### config.mk
export PLATFORM = sky130hd
export DESIGN_NAME = tpr_cordic_pipe
export DESIGN_NICKNAME = d
export VERILOG_FILES = /design/src/rtl/core/tpr_pkg.sv /design/src/rtl/core/tpr_cordic_pipe.sv
export SDC_FILE = /design/constraint.sdc
export NUM_CORES = 2
export LEC_CHECK = 0
export BUFFER_PORTS_ARGS = -buffer_cell sky130_fd_sc_hd__buf_2
export CORE_ASPECT_RATIO = 0.75
export CORE_MARGIN = 4
export CORE_UTILIZATION = 57
export DETAILED_ROUTE_END_ITERATION = 10
export HOLD_SLACK_MARGIN = 0.12
export PLACE_DENSITY = 0.73
export SYNTH_ARGS = -nofsm -noshare
export SYNTH_HDL_FRONTEND = slang
export SYNTH_SLANG_ARGS = --single-unit
export TNS_END_PERCENT = 5
### constraint.sdc
create_clock -name aclk -period 5.5 [get_ports aclk]
set_input_delay 0.825 -clock aclk [delete_from_list [all_inputs] [get_ports aclk]]
set_output_delay 0.825 -clock aclk [all_outputs]
set_load 0.01 [all_outputs]
### src/rtl/core/tpr_pkg.sv
// shared constants, types and the arctangent table of the tilt pipeline
package tpr_pkg;

    localparam int ANGLE_FRAC_BITS = 7;
    localparam int CORDIC_STAGES   = 16;
    localparam int TABLE_LEN       = 24;
    localparam int TABLE_FRAC      = 24;
    localparam int NUM_STAGES      = (CORDIC_STAGES < TABLE_LEN) ? CORDIC_STAGES : TABLE_LEN;

    localparam int IN_W    = 16;
    localparam int OPP_W   = IN_W + 1;
    localparam int SQ_W    = 32;
    localparam int N_W     = 48;
    localparam int ROOT_W  = 24;
    localparam int REM_W   = 27;
    localparam int CW      = 27;
    localparam int ZW      = 34;
    localparam int OUT_W   = 15;
    localparam int RND_SH  = TABLE_FRAC - ANGLE_FRAC_BITS;
    localparam logic signed [ZW-1:0] RND_BIAS = ZW'(64'sd1 <<< (RND_SH - 1));
    localparam logic signed [ZW-1:0] ANGLE_LIM = ZW'(64'sd90 <<< ANGLE_FRAC_BITS);

    // special-case flags that travel with each operand pair
    typedef struct packed {
        logic zero_opp;
        logic zero_mag;
        logic neg_opp;
    } tpr_flags_t;

    // atan(2^-i) in degrees, 24 fraction bits
    localparam logic signed [ZW-1:0] ATAN_TABLE [TABLE_LEN] = '{
        34'sd754974720, 34'sd445687602, 34'sd235489088, 34'sd119537938,
        34'sd60000934,  34'sd30029717,  34'sd15018523,  34'sd7509720,
        34'sd3754917,   34'sd1877466,   34'sd938734,    34'sd469367,
        34'sd234684,    34'sd117342,    34'sd58671,     34'sd29335,
        34'sd14668,     34'sd7334,      34'sd3667,      34'sd1833,
        34'sd917,       34'sd458,       34'sd229,       34'sd115
    };

endpackage

### src/rtl/core/tpr_cordic_pipe.sv
// vectoring cordic stages, rounding, clamp and special cases
module tpr_cordic_pipe (
    input  logic                               aclk,
    input  logic                               aresetn,
    input  logic                               enable,
    input  logic                               in_valid,
    input  logic        [tpr_pkg::ROOT_W-1:0]  root_in,
    input  logic signed [tpr_pkg::OPP_W-1:0]   opp_in,
    input  tpr_pkg::tpr_flags_t                flags_in,
    output logic                               out_valid,
    output logic        [tpr_pkg::OUT_W-1:0]   angle_out
);
    import tpr_pkg::*;

    logic                    vld_reg [NUM_STAGES+1];
    logic signed [CW-1:0]    cx_reg  [NUM_STAGES+1];
    logic signed [CW-1:0]    cy_reg  [NUM_STAGES+1];
    logic signed [ZW-1:0]    z_reg   [NUM_STAGES+1];
    tpr_flags_t              flg_reg [NUM_STAGES+1];

    logic signed [CW-1:0]    cx_next [NUM_STAGES];
    logic signed [CW-1:0]    cy_next [NUM_STAGES];
    logic signed [ZW-1:0]    z_next  [NUM_STAGES];

    logic                    ov_reg;
    logic [OUT_W-1:0]        ang_reg;
    logic signed [ZW-1:0]    rnd;
    logic signed [ZW-1:0]    clamped;
    logic signed [ZW-1:0]    ang_next;

    // micro-rotations driving cy towards zero
    always_comb begin
        for (int i = 0; i < NUM_STAGES; i++) begin
            if (!cy_reg[i][CW-1]) begin
                cx_next[i] = cx_reg[i] + (cy_reg[i] >>> i);
                cy_next[i] = cy_reg[i] - (cx_reg[i] >>> i);
                z_next[i]  = z_reg[i] + ATAN_TABLE[i];
            end else begin
                cx_next[i] = cx_reg[i] - (cy_reg[i] >>> i);
                cy_next[i] = cy_reg[i] + (cx_reg[i] >>> i);
                z_next[i]  = z_reg[i] - ATAN_TABLE[i];
            end
        end
    end

    // round to nearest, clamp, then the exact special cases
    always_comb begin
        rnd = (z_reg[NUM_STAGES] + RND_BIAS) >>> RND_SH;
        if (rnd > ANGLE_LIM)       clamped = ANGLE_LIM;
        else if (rnd < -ANGLE_LIM) clamped = -ANGLE_LIM;
        else                       clamped = rnd;
        if (flg_reg[NUM_STAGES].zero_opp)      ang_next = '0;
        else if (flg_reg[NUM_STAGES].zero_mag) begin
            ang_next = flg_reg[NUM_STAGES].neg_opp ? -ANGLE_LIM : ANGLE_LIM;
        end else                               ang_next = clamped;
    end

    // valid bits
    always_ff @(posedge aclk) begin
        if (!aresetn) begin
            ov_reg <= 1'b0;
            for (int i = 0; i <= NUM_STAGES; i++) vld_reg[i] <= 1'b0;
        end else if (enable) begin
            vld_reg[0] <= in_valid;
            for (int i = 0; i < NUM_STAGES; i++) vld_reg[i+1] <= vld_reg[i];
            ov_reg <= vld_reg[NUM_STAGES];
        end
    end

    // payload stages
    always_ff @(posedge aclk) begin
        if (enable) begin
            cx_reg[0]  <= CW'({1'b0, root_in});
            cy_reg[0]  <= CW'(opp_in) <<< 8;
            z_reg[0]   <= '0;
            flg_reg[0] <= flags_in;
            for (int i = 0; i < NUM_STAGES; i++) begin
                cx_reg[i+1]  <= cx_next[i];
                cy_reg[i+1]  <= cy_next[i];
                z_reg[i+1]   <= z_next[i];
                flg_reg[i+1] <= flg_reg[i];
            end
            ang_reg <= ang_next[OUT_W-1:0];
        end
    end

    assign out_valid = ov_reg;
    assign angle_out = ang_reg;
endmodule

# Word-level counts from Yosys, hierarchy flattened
# Memory sizes are Yosys's and may differ from the RTL's. A register that Yosys moved wholly into a read port is not among the register bits.
# Cells that the tools add are included.
[totals] reg_bits=15 latch_bits=0 ramBits=1564 romBits=0 output_inout_bits=16 n_memories=5
[memory_table] memory="z_reg" depth=17 width=34 rd=17 rd_ports_with_merged_regs=0 write_ports=17 line="tpr_cordic_pipe.sv:18" text="logic signed [ZW-1:0] z_reg [NUM_STAGES+1];"
[memory_table] memory="cx_reg" depth=17 width=27 rd=16 rd_ports_with_merged_regs=0 write_ports=17 line="tpr_cordic_pipe.sv:16" text="logic signed [CW-1:0] cx_reg [NUM_STAGES+1];"
[memory_table] memory="cy_reg" depth=17 width=27 rd=16 rd_ports_with_merged_regs=0 write_ports=17 line="tpr_cordic_pipe.sv:17" text="logic signed [CW-1:0] cy_reg [NUM_STAGES+1];"
[memory_table] memory="flg_reg" depth=17 width=3 rd=17 rd_ports_with_merged_regs=0 write_ports=17 line="tpr_cordic_pipe.sv:19" text="tpr_flags_t flg_reg [NUM_STAGES+1];"
[memory_table] memory="vld_reg" depth=17 width=1 rd=17 rd_ports_with_merged_regs=1 write_ports=17 line="tpr_cordic_pipe.sv:15" text="logic vld_reg [NUM_STAGES+1];"
[classes] n_addsub=96 mul=0 div=0 magnitude_cmp=2 n_eq_ne=0 n_shift=0 n_mux=74 bitwise_logic=17 n_reduce_logical=1
[op_table] operator="$mux W27" n=32
[op_table] operator="$mux W34" n=16
[op_table] operator="$add A34 B18 Y34 const B" n=2
[op_table] operator="$mux W15" n=4
[op_table] operator="$add A27 B12 Y27" n=2
[op_table] operator="$add A27 B13 Y27" n=2
[op_table] operator="$add A27 B14 Y27" n=2
[op_table] operator="$add A27 B15 Y27" n=2
[op_table] operator="$add A27 B16 Y27" n=2
[op_table] operator="$add A27 B17 Y27" n=2
[op_table] operator="$add A27 B18 Y27" n=2
[op_table] operator="$add A27 B19 Y27" n=2
[op_table] operator="$add A27 B20 Y27" n=2
[op_table] operator="$add A27 B21 Y27" n=2
[op_table] operator="$add A27 B22 Y27" n=2
[op_table] operator="$add A27 B23 Y27" n=2
[op_table] operator="$add A27 B24 Y27" n=2
[op_table] operator="$add A27 B25 Y27" n=2
[op_table] operator="$add A27 B26 Y27" n=2
[op_table] operator="$sub A27 B12 Y27" n=2
[op_table] operator="$sub A27 B13 Y27" n=2
[op_table] operator="$sub A27 B14 Y27" n=2
[op_table] operator="$sub A27 B15 Y27" n=2
[op_table] operator="$sub A27 B16 Y27" n=2
[op_table] operator="other kinds (48)" n=96

# Depth between registers and ports, before layout
# An unclocked memory read counts as a cell.
[depth] word_depth=6 mapped_depth=20

# Worst setup path before layout
# Ideal clock, no wire load.
[synth_timing] path_type="register to register" start="memory cy_reg[6][26], in the netlist cy_reg[0][188]" end="memory cy_reg[7][25], in the netlist cy_reg[0][214] (data pin)" setup_time_ps=262 arrival_ps=4045 t_required_ps=5238 slack_ps=1193 path_stages_with_launch=16 n_path_buf=2 path_cell_list="edfxtp_1 > clkbuf_1 > clkbuf_1 > nor2_1 > xor2_1 > ha_1 > and3_1 > a2111oi_4 > a211oi_1 > or2_1 > a221o_1 > a21o_1 > a21o_1 > a211oi_2 > a21oi_1 > xor2_1"
[synth_rtl] element="start: declaration" line="tpr_cordic_pipe.sv:17"

==> impl_metrics.ini <==
[outcome]
outcome = completed

[setup_path]
cp-endpoint = cx_reg[0][214]
crit_path_cell_trace = nor3_1, nand2b_1, nor4_1, nor3b_1, and2_1, nor2_1, xnor2_1, ha_1, a21o_1, a21o_1, a21oi_1, o221ai_1, a41oi_1, o21ai_0, a2111o_1, a21o_1, a21oi_1, xnor2_1
r2r_start = cy_reg[0][171]
crit_required_ns = 6.03
cp_common_cell = a21o_1
cp.depth = 18
critPathBufInv = 0
endpoint_kind = flip-flop
critPathTopFamily = compound AO/OA/AOI/OAI gates
critical_path.max_fanout = 10
r2r-end = cx_reg[0][214]
start_kind = flip-flop
critical_path.max_stage_delay_ns = 0.47
worst_ep_arrival_time_ns = 5.65
rrSetupSlack_ns = 0.38
cp_slowest_cell = edfxtp_1
worstSetupStartpoint = cy_reg[0][171]
crit_type = flip-flop to flip-flop
rr_worst_depth = 18

[drt]
vias = 83750
drtIter0Drc = 7694
wl_per_cell_um = 19.6
detail-route-antenna-nets = 0
drt_pre_antenna_iters = 9
viasPerCell = 6.11
wirelength_um = 268000
drc = 0

[floorplanning]
die_y_um = 382
die_w_um = 507
dieArea_um2 = 194000
ios = 64
core_area_um2 = 186000
row_count = 137
initial_utilization_pct = 57.3

[grt]
gr-usage-all-layers_pct = 26.8
grt_pass1_vias = 78624
grt_max_degree = 158
overflow = 0
grt_pass1_wl_um = 425000
antenna_found_initial = 4

[timing]
slew_violations = 0
clock_skew_ns = 0.0274
worstMarginPinSlew_ns = 1.08
fmax_ghz = 0.195
final-setup-viol-count = 0
worst_slack_ns = 0.379
maxSlewHeadroom_pct = 26.1
fin_crit_sh_pct = 93.1
fin_crit_ns = 5.12
hold_violations = 0
tns_ns = 0
grt_setup_unrepaired = false

[worst_hold_path]
min_path_type = input pin to flip-flop

[place]
hpwl_um = 208000
post-place-ws_ns = 0.448
portBuffers = 63
gp_congestion = 0.973

[finish]
num-nets-final = 12425
largest_register_ff_count = 454
drive_gt1_share_pct = 4.43
diodes = 0
area_delta_synth_final_pct = 7.85

[synthesis]
synth_area_um2 = 106000
synth_cells = 10937
synth_seq_cells = 1321
async_flop_share_pct = 0
synth.yosys.seq_area_share_pct = 37.3
synth-main-ff-cell = edfxtp_1
yosys.cell_types.count = 99
yosysMostFrequentCell = edfxtp_1
yosys.area.top_type_share_pct = 37.3
yosysWarnings = 0
synth_edf_count = 1320
avgSynthCellArea_um2 = 9.73
synth_top_area_cell = edfxtp_1
synth_common_cells = edfxtp_1, ha_1, nor2_1
synthTopCellsByArea = edfxtp_1, ha_1, xnor2_1

[run]
maxCapViolCount = 0

[clock_tree]
h-tree-depth = 4
root_buffer = clkbuf_16
clk_latency_ns = 0.79
numCtsBuffers = 145
cts_buffer_depth = 3
cts_tree = yes
path_clk_slew_ns = 0.06
cts_num_sinks = 1321
cts_hold_buffers = 0
## worst register-to-register path, delay by kind of cell, from the launching register on
kind	cells	cell delay (ns)
and+or+nand+nor	6	1.61
adders and majority gates	1	0.44
xor gates and xnor gates	2	0.25
DFF	1	0.47
AOI/OAI and AO/OA	9	2.14
## metrics by stage
step	instances	area, µm²	util (%)	hold WS, ns
2_1_floorplan	10938	106000	-	0.400
3_3_place_gp	13429	110000	59.2	0.402
6_report	13696	115000	61.8	0.203
4_1_cts	13696	115000	61.7	0.143
3_5_place_dp	13429	110000	59.2	0.405
5_1_grt	13696	115000	61.8	0.151
## layout by cell type, fill, tap and decap left out, types with 44 or more instances in the layout
cell type  netlist  layout
nor2b_1        145     145
o21ai_0        505     505
xor2_1         458     458
a211oi_1        98      98
nand2_1        545     545
or3_1           86      86
nand4_1         71      71
buf_4            1      64
and3_1         153     153
inv_1          532     532
nor2_1        1045    1045
nor3_1         356     356
o31ai_1         60      60
o211ai_1        56      56
edfxtp_1      1320    1320
a31oi_1        124     124
buf_2            4      62
ha_1          1261    1261
or2_2           47      47
and2_1          73      73
nand2b_1       131     131
a21oi_1       1043    1043
xnor2_1        998     998
o41ai_1         44      44
a21o_1         430     430
o21bai_1       128     128
o21a_1         155     155
clkbuf_16        0     151
nand3_1        212     212
nor4_1          89      88
## timing repair
item                                   CTS  global route
setup buffers                            0             0
resized for setup                        0             1
endpoints found under the hold margin    0             0
setup endpoints to repair                0             1
## metal layers
| metal | routed length [µm] | GRT usage [%] | up-vias |
|---|---|---|---|
| met3 | 18200 | 4.06 | 372 |
| met2 | 115000 | 41.0 | 2714 |
| met4 | 6320 | 6.44 | 0 |
| met5 | 0 | 0 | - |
| met1 | 128000 | 40.0 | 39815 |
| li1 | - | - | 40849 |
## area by class of cell
cell class / instances / area [µm²]
clock buffers: 170 / 3850
multi-input cells: 8935 / 64200
well taps: 2502 / 3130
inverters: 534 / 2000
repair buffers: 137 / 1010
clock inverters: 97 / 931
flip-flops and latches: 1321 / 39700
fillers: 15346 / 71100
## how the worst min path moves through the flow
stage	from	to	cells past startpoint
finish	root_in[2]	cx_reg[0][2]	1
global route	root_in[4]	cx_reg[0][4]	1
CTS	root_in[2]	cx_reg[0][2]	1
detailed placement	flg_reg[1][2]	flg_reg[2][2]	0
global placement	flg_reg[13][0]	flg_reg[14][0]	0
floorplan	flg_reg[9][0]	flg_reg[10][0]	0
## logic make-up after synthesis
kind of cell	synth area share, %
adder cells (fa/ha/maj)	15.6
other	0.00352
multiplexers	0.450
XOR/XNOR	12.0
AO/OA/AOI/OAI	18.2
AND/OR/NAND/NOR	14.1
flip-flops	37.3
buffers and inverters	2.43
Power is left out: the tool's default activity adds up to more than one toggle a clock period on the data nets, which glitch-free logic cannot reach.
