===== src/rtl/core/tpr_pkg.sv =====
// shared constants, types and the arctangent table of the tilt pipeline
package tpr_pkg;

    localparam int ANGLE_FRAC_BITS = 7;
    localparam int CORDIC_STAGES   = 16;
    localparam int TABLE_LEN       = 24;
    localparam int TABLE_FRAC      = 24;
    localparam int NUM_STAGES      = (CORDIC_STAGES < TABLE_LEN) ? CORDIC_STAGES : TABLE_LEN;

    localparam int IN_W    = 16;
    localparam int OPP_W   = IN_W + 1;
    localparam int SQ_W    = 32;
    localparam int N_W     = 48;
    localparam int ROOT_W  = 24;
    localparam int REM_W   = 27;
    localparam int CW      = 27;
    localparam int ZW      = 34;
    localparam int OUT_W   = 15;
    localparam int RND_SH  = TABLE_FRAC - ANGLE_FRAC_BITS;
    localparam logic signed [ZW-1:0] RND_BIAS = ZW'(64'sd1 <<< (RND_SH - 1));
    localparam logic signed [ZW-1:0] ANGLE_LIM = ZW'(64'sd90 <<< ANGLE_FRAC_BITS);

    // special-case flags that travel with each operand pair
    typedef struct packed {
        logic zero_opp;
        logic zero_mag;
        logic neg_opp;
    } tpr_flags_t;

    // atan(2^-i) in degrees, 24 fraction bits
    localparam logic signed [ZW-1:0] ATAN_TABLE [TABLE_LEN] = '{
        34'sd754974720, 34'sd445687602, 34'sd235489088, 34'sd119537938,
        34'sd60000934,  34'sd30029717,  34'sd15018523,  34'sd7509720,
        34'sd3754917,   34'sd1877466,   34'sd938734,    34'sd469367,
        34'sd234684,    34'sd117342,    34'sd58671,     34'sd29335,
        34'sd14668,     34'sd7334,      34'sd3667,      34'sd1833,
        34'sd917,       34'sd458,       34'sd229,       34'sd115
    };

endpackage


===== src/rtl/core/tpr_sqrt_pipe.sv =====
// squares, sum and one-bit-per-stage integer square root of the magnitude
module tpr_sqrt_pipe (
    input  logic                               aclk,
    input  logic                               aresetn,
    input  logic                               enable,
    input  logic                               in_valid,
    input  logic signed [tpr_pkg::IN_W-1:0]    a_in,
    input  logic signed [tpr_pkg::IN_W-1:0]    b_in,
    input  logic signed [tpr_pkg::OPP_W-1:0]   opp_in,
    output logic                               out_valid,
    output logic        [tpr_pkg::ROOT_W-1:0]  root_out,
    output logic signed [tpr_pkg::OPP_W-1:0]   opp_out,
    output tpr_pkg::tpr_flags_t                flags_out
);
    import tpr_pkg::*;

    logic [SQ_W-1:0]         sqa_reg, sqb_reg;
    logic signed [OPP_W-1:0] opp0_reg;
    logic                    v0_reg;
    logic [SQ_W-1:0]         sum_next;

    logic                    vld_reg  [ROOT_W+1];
    logic [REM_W-1:0]        rem_reg  [ROOT_W+1];
    logic [ROOT_W-1:0]       root_reg [ROOT_W+1];
    logic [N_W-1:0]          n_reg    [ROOT_W+1];
    logic signed [OPP_W-1:0] opp_reg  [ROOT_W+1];
    tpr_flags_t              flg_reg  [ROOT_W+1];

    logic [REM_W-1:0]        rem_next  [ROOT_W];
    logic [ROOT_W-1:0]       root_next [ROOT_W];

    // squared components and their sum
    assign sum_next = sqa_reg + sqb_reg;

    // one root bit per stage: shift in two operand bits, try the subtract
    always_comb begin
        for (int i = 0; i < ROOT_W; i++) begin
            logic [REM_W-1:0] rem_w;
            logic [REM_W-1:0] trial;
            rem_w = {rem_reg[i][REM_W-3:0], n_reg[i][N_W-1 -: 2]};
            trial = REM_W'({root_reg[i], 2'b01});
            if (rem_w >= trial) begin
                rem_next[i]  = rem_w - trial;
                root_next[i] = {root_reg[i][ROOT_W-2:0], 1'b1};
            end else begin
                rem_next[i]  = rem_w;
                root_next[i] = {root_reg[i][ROOT_W-2:0], 1'b0};
            end
        end
    end

    // valid bits
    always_ff @(posedge aclk) begin
        if (!aresetn) begin
            v0_reg <= 1'b0;
            for (int i = 0; i <= ROOT_W; i++) vld_reg[i] <= 1'b0;
        end else if (enable) begin
            v0_reg     <= in_valid;
            vld_reg[0] <= v0_reg;
            for (int i = 0; i < ROOT_W; i++) vld_reg[i+1] <= vld_reg[i];
        end
    end

    // payload stages
    always_ff @(posedge aclk) begin
        if (enable) begin
            sqa_reg  <= SQ_W'(a_in) * SQ_W'(a_in);
            sqb_reg  <= SQ_W'(b_in) * SQ_W'(b_in);
            opp0_reg <= opp_in;
            rem_reg[0]  <= '0;
            root_reg[0] <= '0;
            n_reg[0]    <= {sum_next, 16'b0};
            opp_reg[0]  <= opp0_reg;
            flg_reg[0].zero_opp <= (opp0_reg == '0);
            flg_reg[0].zero_mag <= (sum_next == '0);
            flg_reg[0].neg_opp  <= opp0_reg[OPP_W-1];
            for (int i = 0; i < ROOT_W; i++) begin
                rem_reg[i+1]  <= rem_next[i];
                root_reg[i+1] <= root_next[i];
                n_reg[i+1]    <= {n_reg[i][N_W-3:0], 2'b00};
                opp_reg[i+1]  <= opp_reg[i];
                flg_reg[i+1]  <= flg_reg[i];
            end
        end
    end

    assign out_valid = vld_reg[ROOT_W];
    assign root_out  = root_reg[ROOT_W];
    assign opp_out   = opp_reg[ROOT_W];
    assign flags_out = flg_reg[ROOT_W];
endmodule


===== config.mk =====
export PLATFORM = sky130hd
export DESIGN_NAME = tpr_sqrt_pipe
export DESIGN_NICKNAME = d
export VERILOG_FILES = /design/src/rtl/core/tpr_pkg.sv /design/src/rtl/core/tpr_sqrt_pipe.sv
export SDC_FILE = /design/constraint.sdc
export NUM_CORES = 2
export LEC_CHECK = 0
export ABC_AREA = 1
export CAP_MARGIN = 0
export CORE_ASPECT_RATIO = 0.75
export CORE_UTILIZATION = 38
export DETAILED_ROUTE_END_ITERATION = 6
export DONT_BUFFER_PORTS = 1
export GPL_TIMING_DRIVEN = 0
export SLEW_MARGIN = 10
export SYNTH_ARGS = -nofsm -noshare
export SYNTH_HDL_FRONTEND = slang
export SYNTH_SLANG_ARGS = --single-unit

===== constraint.sdc =====
create_clock -name aclk -period 7.52 [get_ports aclk]
set_input_delay 1.504 -clock aclk [delete_from_list [all_inputs] [get_ports aclk]]
set_output_delay 1.504 -clock aclk [all_outputs]
set_load 0.1 [all_outputs]

; ---- After elaboration in Yosys (flattened, before gate mapping)
; Memory sizes are Yosys's and may differ from the RTL's.
; Cells that the tools add are included.
[classes]
addsub = 25
multipliers = 2
n_lt_le_gt_ge = 24
muxes = 78
bitwise_logic = 25
n_reduce_logical = 2
[op_table]
columns = op, count
row1 = $ge A27 B26 Y1, 24
row2 = $mux W27, 24
row3 = $sub A27 B26 Y27, 24
row4 = $mul A16 B16 Y32, 2
row5 = $mux W1, 54
row6 = $add A32 B32 Y32, 1
row7 = $logic_not A32 Y1, 1
row8 = $or A1 B1 Y1, 25
row9 = $logic_not A17 Y1, 1
[totals]
reg_bits = 82
mem_bits_rw = 2950
in_bits = 53
elab_cells = 166
memories = 6
[memory_table]
columns = memory, words, word_bits, read_ports, rd_ports_with_merged_regs, write_ports, line
row1 = n_reg, 25, 46, 24, 0, 25, tpr_sqrt_pipe.sv:25  ; logic [N_W-1:0] n_reg [ROOT_W+1];
row2 = rem_reg, 25, 27, 24, 0, 25, tpr_sqrt_pipe.sv:23  ; logic [REM_W-1:0] rem_reg [ROOT_W+1];
row3 = root_reg, 25, 24, 25, 0, 25, tpr_sqrt_pipe.sv:24  ; logic [ROOT_W-1:0] root_reg [ROOT_W+1];
row4 = opp_reg, 25, 17, 25, 0, 25, tpr_sqrt_pipe.sv:26  ; logic signed [OPP_W-1:0] opp_reg [ROOT_W+1];
row5 = flg_reg, 25, 3, 25, 0, 25, tpr_sqrt_pipe.sv:27  ; tpr_flags_t flg_reg [ROOT_W+1];
row6 = vld_reg, 25, 1, 25, 0, 25, tpr_sqrt_pipe.sv:22  ; logic vld_reg [ROOT_W+1];

; ---- Depth between registers and ports, before layout
[depth]
ltp_word = 4
ltp_mapped = 27

; ---- Worst setup path before layout
; Ideal clock, no wire load.
[synth_timing]
path_kind = input to register
startpoint = input b_in[1] in the netlist's numbering
endpoint = register sqb_reg[28] (data pin)
t_arrival_ns = 6.681
setup_slack_ns = 0.579
path_stages = 18
n_path_buf = 2
path_cell_list = clkbuf_1 > clkbuf_1 > nand2_1 > inv_1 > fa_1 > fa_1 > inv_1 > fa_1 > fa_1 > fa_1 > fa_1 > inv_1 > ha_1 > a21oi_1 > o21ai_0 > a221oi_1 > nand3_1 > xor2_1
[synth_via]
elab_chain_len = 1
[synth_rtl]
columns = element, line
row1 = "start, declared", tpr_sqrt_pipe.sv:8  ; input logic signed [tpr_pkg::IN_W-1:0] b_in,
row2 = $mul A16 B16 Y32, tpr_sqrt_pipe.sv:68  ; sqb_reg <= SQ_W'(b_in) * SQ_W'(b_in);
row3 = "end signal, assigned", tpr_sqrt_pipe.sv:68
row4 = "end, declared", tpr_sqrt_pipe.sv:17  ; logic [SQ_W-1:0] sqa_reg, sqb_reg;
; No other way between the ends.
; A chain may end at the register's enable or synchronous reset.

; ---- Worst setup path after layout
[layout_timing]
startpoint = input b_in[8] in the netlist's numbering
endpoint = register sqb_reg[26] (data pin)
; Same word-level chain as after synthesis.

==> metrics.yaml <==
synth:
  synth_area_leader_cell: "edfxtp_1"
  synth_cells: 9566
  async_reset_ff_frac: 0
  synth.ff_latch_count: 1687
  synth_area_leaders: "edfxtp_1 (51%), fa_1 (9.6%), nand2_1 (7.0%)"
  ys.flop_type: "edfxtp_1"
  syn_area_sq_um: 98840
  avgSynthCellArea_sq_um: 10.33
  synth-warning-count: 0
  yosys.cell_types.count: 77
  synth_edf_count: 1685
  syn_nets: 10609
  synth.top_cell.area_share: 0.5119
  ys_seq_area_frac: 0.5123
sta:
  setup_viol: 0
  rsz0062_at_grt: "false"
  setup_tns_ns: 0
  slew_viol_final: 0
  period_minus_slack_ns: 7.314
  hold_viol_final: 0
  period_share: 0.9727
  finalClockSkew_ns: 0.07770
  tightest_slew_ns: 1.223
  max_freq_ghz: 0.1367
  relSlewSlack: 0.1846
grt:
  use_met2: 0.2625
  antenna_found_initial: 5
  grt_max_degree: 232
  grt.total_usage: 0.1778
  gr-total-overflow: 0
  busiest_layer: "met1"
  grt_use_met1: 0.2713
  grt_pass1_vias: 65337
  use_met3: 0.03118
  grt_pass1_wl_um: 368000
min_path:
  hp-class: "reg2reg"
  min_from: "flg_reg[0][13]"
  holdPathEnd: "flg_reg[0][16]"
  whs_path_depth: 0
clock_network:
  cts.clk_slew.worst_paths_ns: 0.06
  cts-root-buf: "clkbuf_16"
  clk_path_buf_depth: 4
  cts.sinks: 1687
  cts_tree: "built"
  clock_latency_ns: 0.87
  hold_buffers: 0
  cts-buffers-inserted: 184
  htree_levels: 4
routing:
  drt-initial-drc-count: 5497
  first_pass_iters: 7
  routed_wl_um: 233500
  ant_nets: 0
  routedWlPerCell_um: 17.52
  route.vias.total: 65289
  viasPerCell: 4.900
  post-route-drc-count: 2
worst_setup_path:
  crit_slowest_cell: "buf_1"
  start_kind: "primary input"
  rr_worst_depth: 10
  cpPeakStageDelay_ns: 0.67
  r2r_end: "rem_reg[1][43]"
  rr_startpoint: "root_reg[0][195]"
  cp.required_ns: 8.07
  path_class: "in2reg"
  cpLargestDelayFamily: "adder cells"
  worstPathArrival_ns: 7.86
  critPathBufInv: 5
  path_cells: "clkbuf_1 -> buf_1 -> nand2_1 -> fa_1 -> fa_1 -> inv_1 -> fa_1 -> fa_1 -> fa_1 -> inv_1 -> fa_1 -> inv_1 -> ha_1 -> nand2_1 -> nor3b_2 -> nand4_1 -> nand3_1 -> a21o_1 -> nand2_1 -> nand3_1 -> nand2_1"
  crit_path_frequent_cell: "fa_1"
  worst_setup_path_end_kind: "flop"
  r2r_slack_ns: 4.39
  crit_fanout: 10
die:
  start_util: 0.3836
  row_count: 161
  coreArea_sq_um: 257600
  dieArea_sq_um: 262200
  dieHeight_um: 443.7
  io_pins: 98
  die_w_um: 590.9
pwr:
  clkPwrFrac: 0.200
  swShare: 0.4164
  p_leak_uw: 0.04712
  p_int_uw: 26110
  p_seq_frac: 0.307
  p_switching_uw: 18630
  ir_drop_uv: 633.3
  combPwrFrac: 0.493
  p_per_area_nw_per_um2: 409.4
place:
  placedInstanceArea_sq_um: 103300
  dp_hpwl_um: 181200
  place.port_buffers: 0
  finalWeightedCongestion: 0.9154
finish:
  largest_reg_flops: 535
  nets: 10803
  layout-drive-gt1-share: 0.05999
  final_cell_area_sq_um: 109300
  area_delta_synth_final_pct: 10.57
outcome:
  violations: "DRC"
  status: "finished, violations left"
flow_run:
  maxCapViolCount: 0
==> placed cells by master (no fill, tap or decap), drive strengths merged, types with 2 or more instances in the layout <==
cell type  instances
a211oi             5
inv             1811
and3              10
a21o              42
xnor2            188
nor4              45
a221oi             4
xor2             224
o21bai            43
clkinv            67
nand3b            27
buf               69
nand2           1872
a21boi            15
nand4            114
or2              100
nor3             111
a21oi            503
and2              11
nand3            335
clkinvlp          10
a31o               5
o211ai            29
a31oi             28
fa               475
o31ai              5
dfxtp              2
o311ai             2
nor3b              5
ha               515
bufinv            19
o21a              10
o21ai            471
edfxtp          1685
or3                2
clkbuf           296
nor2             719
o2111ai           20
==> synthesized netlist by cell type (all sizes together), types with 2 or more instances <==
master,instances
dfxtp,2
o311ai,2
clkinv,3
xnor2,188
clkbuf,74
a211oi,5
a221oi,4
nor3b,5
nor2,719
or2,100
o21bai,43
buf,60
a21oi,503
ha,515
o2111ai,20
o21ai,471
o211ai,29
o21a,10
fa,475
edfxtp,1685
a21boi,15
inv,1800
a31oi,28
a31o,5
o31ai,5
nor4,45
and2,11
nand3,335
or3,2
nand4,114
and3,10
xor2,224
nor3,111
a21o,42
nand3b,27
nand2,1872
==> repair_timing <==
item / CTS / global route
endpoints found under the hold margin: 0 / 0
buffers inserted: 0 / 0
setup endpoints to repair: 3 / 7
gates resized for setup: 6 / 36
==> kinds of logic after synthesis <==
group | Yosys count | synth area share
XOR/XNOR | 412 | 0.03651
flip-flops | 1687 | 0.5123
AO/OA/AOI/OAI | 1186 | 0.06820
AND/OR/NAND/NOR | 3353 | 0.1447
other | 1 | 0.00003794
adder cells (fa/ha/maj) | 990 | 0.1614
buffers and inverters | 1937 | 0.07680
==> metrics by stage <==
| stage | worst slack [ns] | util | total power, uW | instances | hold WS, ns |
|---|---|---|---|---|---|
| finish | 0.2056 | 0.4242 | 44740 | 13325 | 0.3734 |
| global route | 0.007393 | 0.4242 | 48590 | 13324 | 0.3765 |
| CTS | 0.03593 | 0.4241 | 45160 | 13324 | 0.3674 |
| detailed placement | -1.037 | 0.4011 | 35910 | 12997 | 0.4045 |
| global placement | -0.9990 | 0.4003 | 35720 | 12989 | 0.4005 |
| floorplan | 0.5787 | - | 29720 | 9566 | 0.4003 |
==> layout make-up <==
cell class                      instances  area (sq um)
Fill cell                           24650        148400
Sequential cell                      1687         50640
Multi-Input combinational cell       5942         40620
Inverter                             1803          6780
Clock buffer                          223          4836
Tap cell                             3423          4283
Clock inverter                        104          1072
Buffer                                134         838.3
Timing Repair Buffer                    8         220.2
Antenna cell                            1         2.502
==> worst max path at each step <==
stage | endpoint | depth (start not counted) | start
final | sqb_reg[26] | 21 | b_in[8]
after global routing | sqb_reg[26] | 22 | b_in[8]
after CTS | sqa_reg[26] | 22 | a_in[12]
after detailed placement | sqb_reg[26] | 22 | b_in[10]
after global placement | sqb_reg[26] | 22 | b_in[10]
after floorplan | sqb_reg[28] | 18 | b_in[1]
==> power groups by stage <==
| stage | registers (uW) | logic, uW | clock network, uW |
|---|---|---|---|
| 2_1_floorplan | 13500 | 16200 | 0 |
| 3_3_place_gp | 13900 | 21800 | 0 |
| 3_5_place_dp | 13900 | 22000 | 0 |
| 4_1_cts | 13700 | 22200 | 9270 |
| 5_1_grt | 13900 | 25100 | 9590 |
| 6_report | 13700 | 22100 | 8950 |
==> layer usage <==
layer	vias up	wire, um
li1	31900	-
met1	31392	117300
met2	1684	97000
met3	313	14600
met4	0	4609
met5	-	0
(Power assumes the default switching activity.)
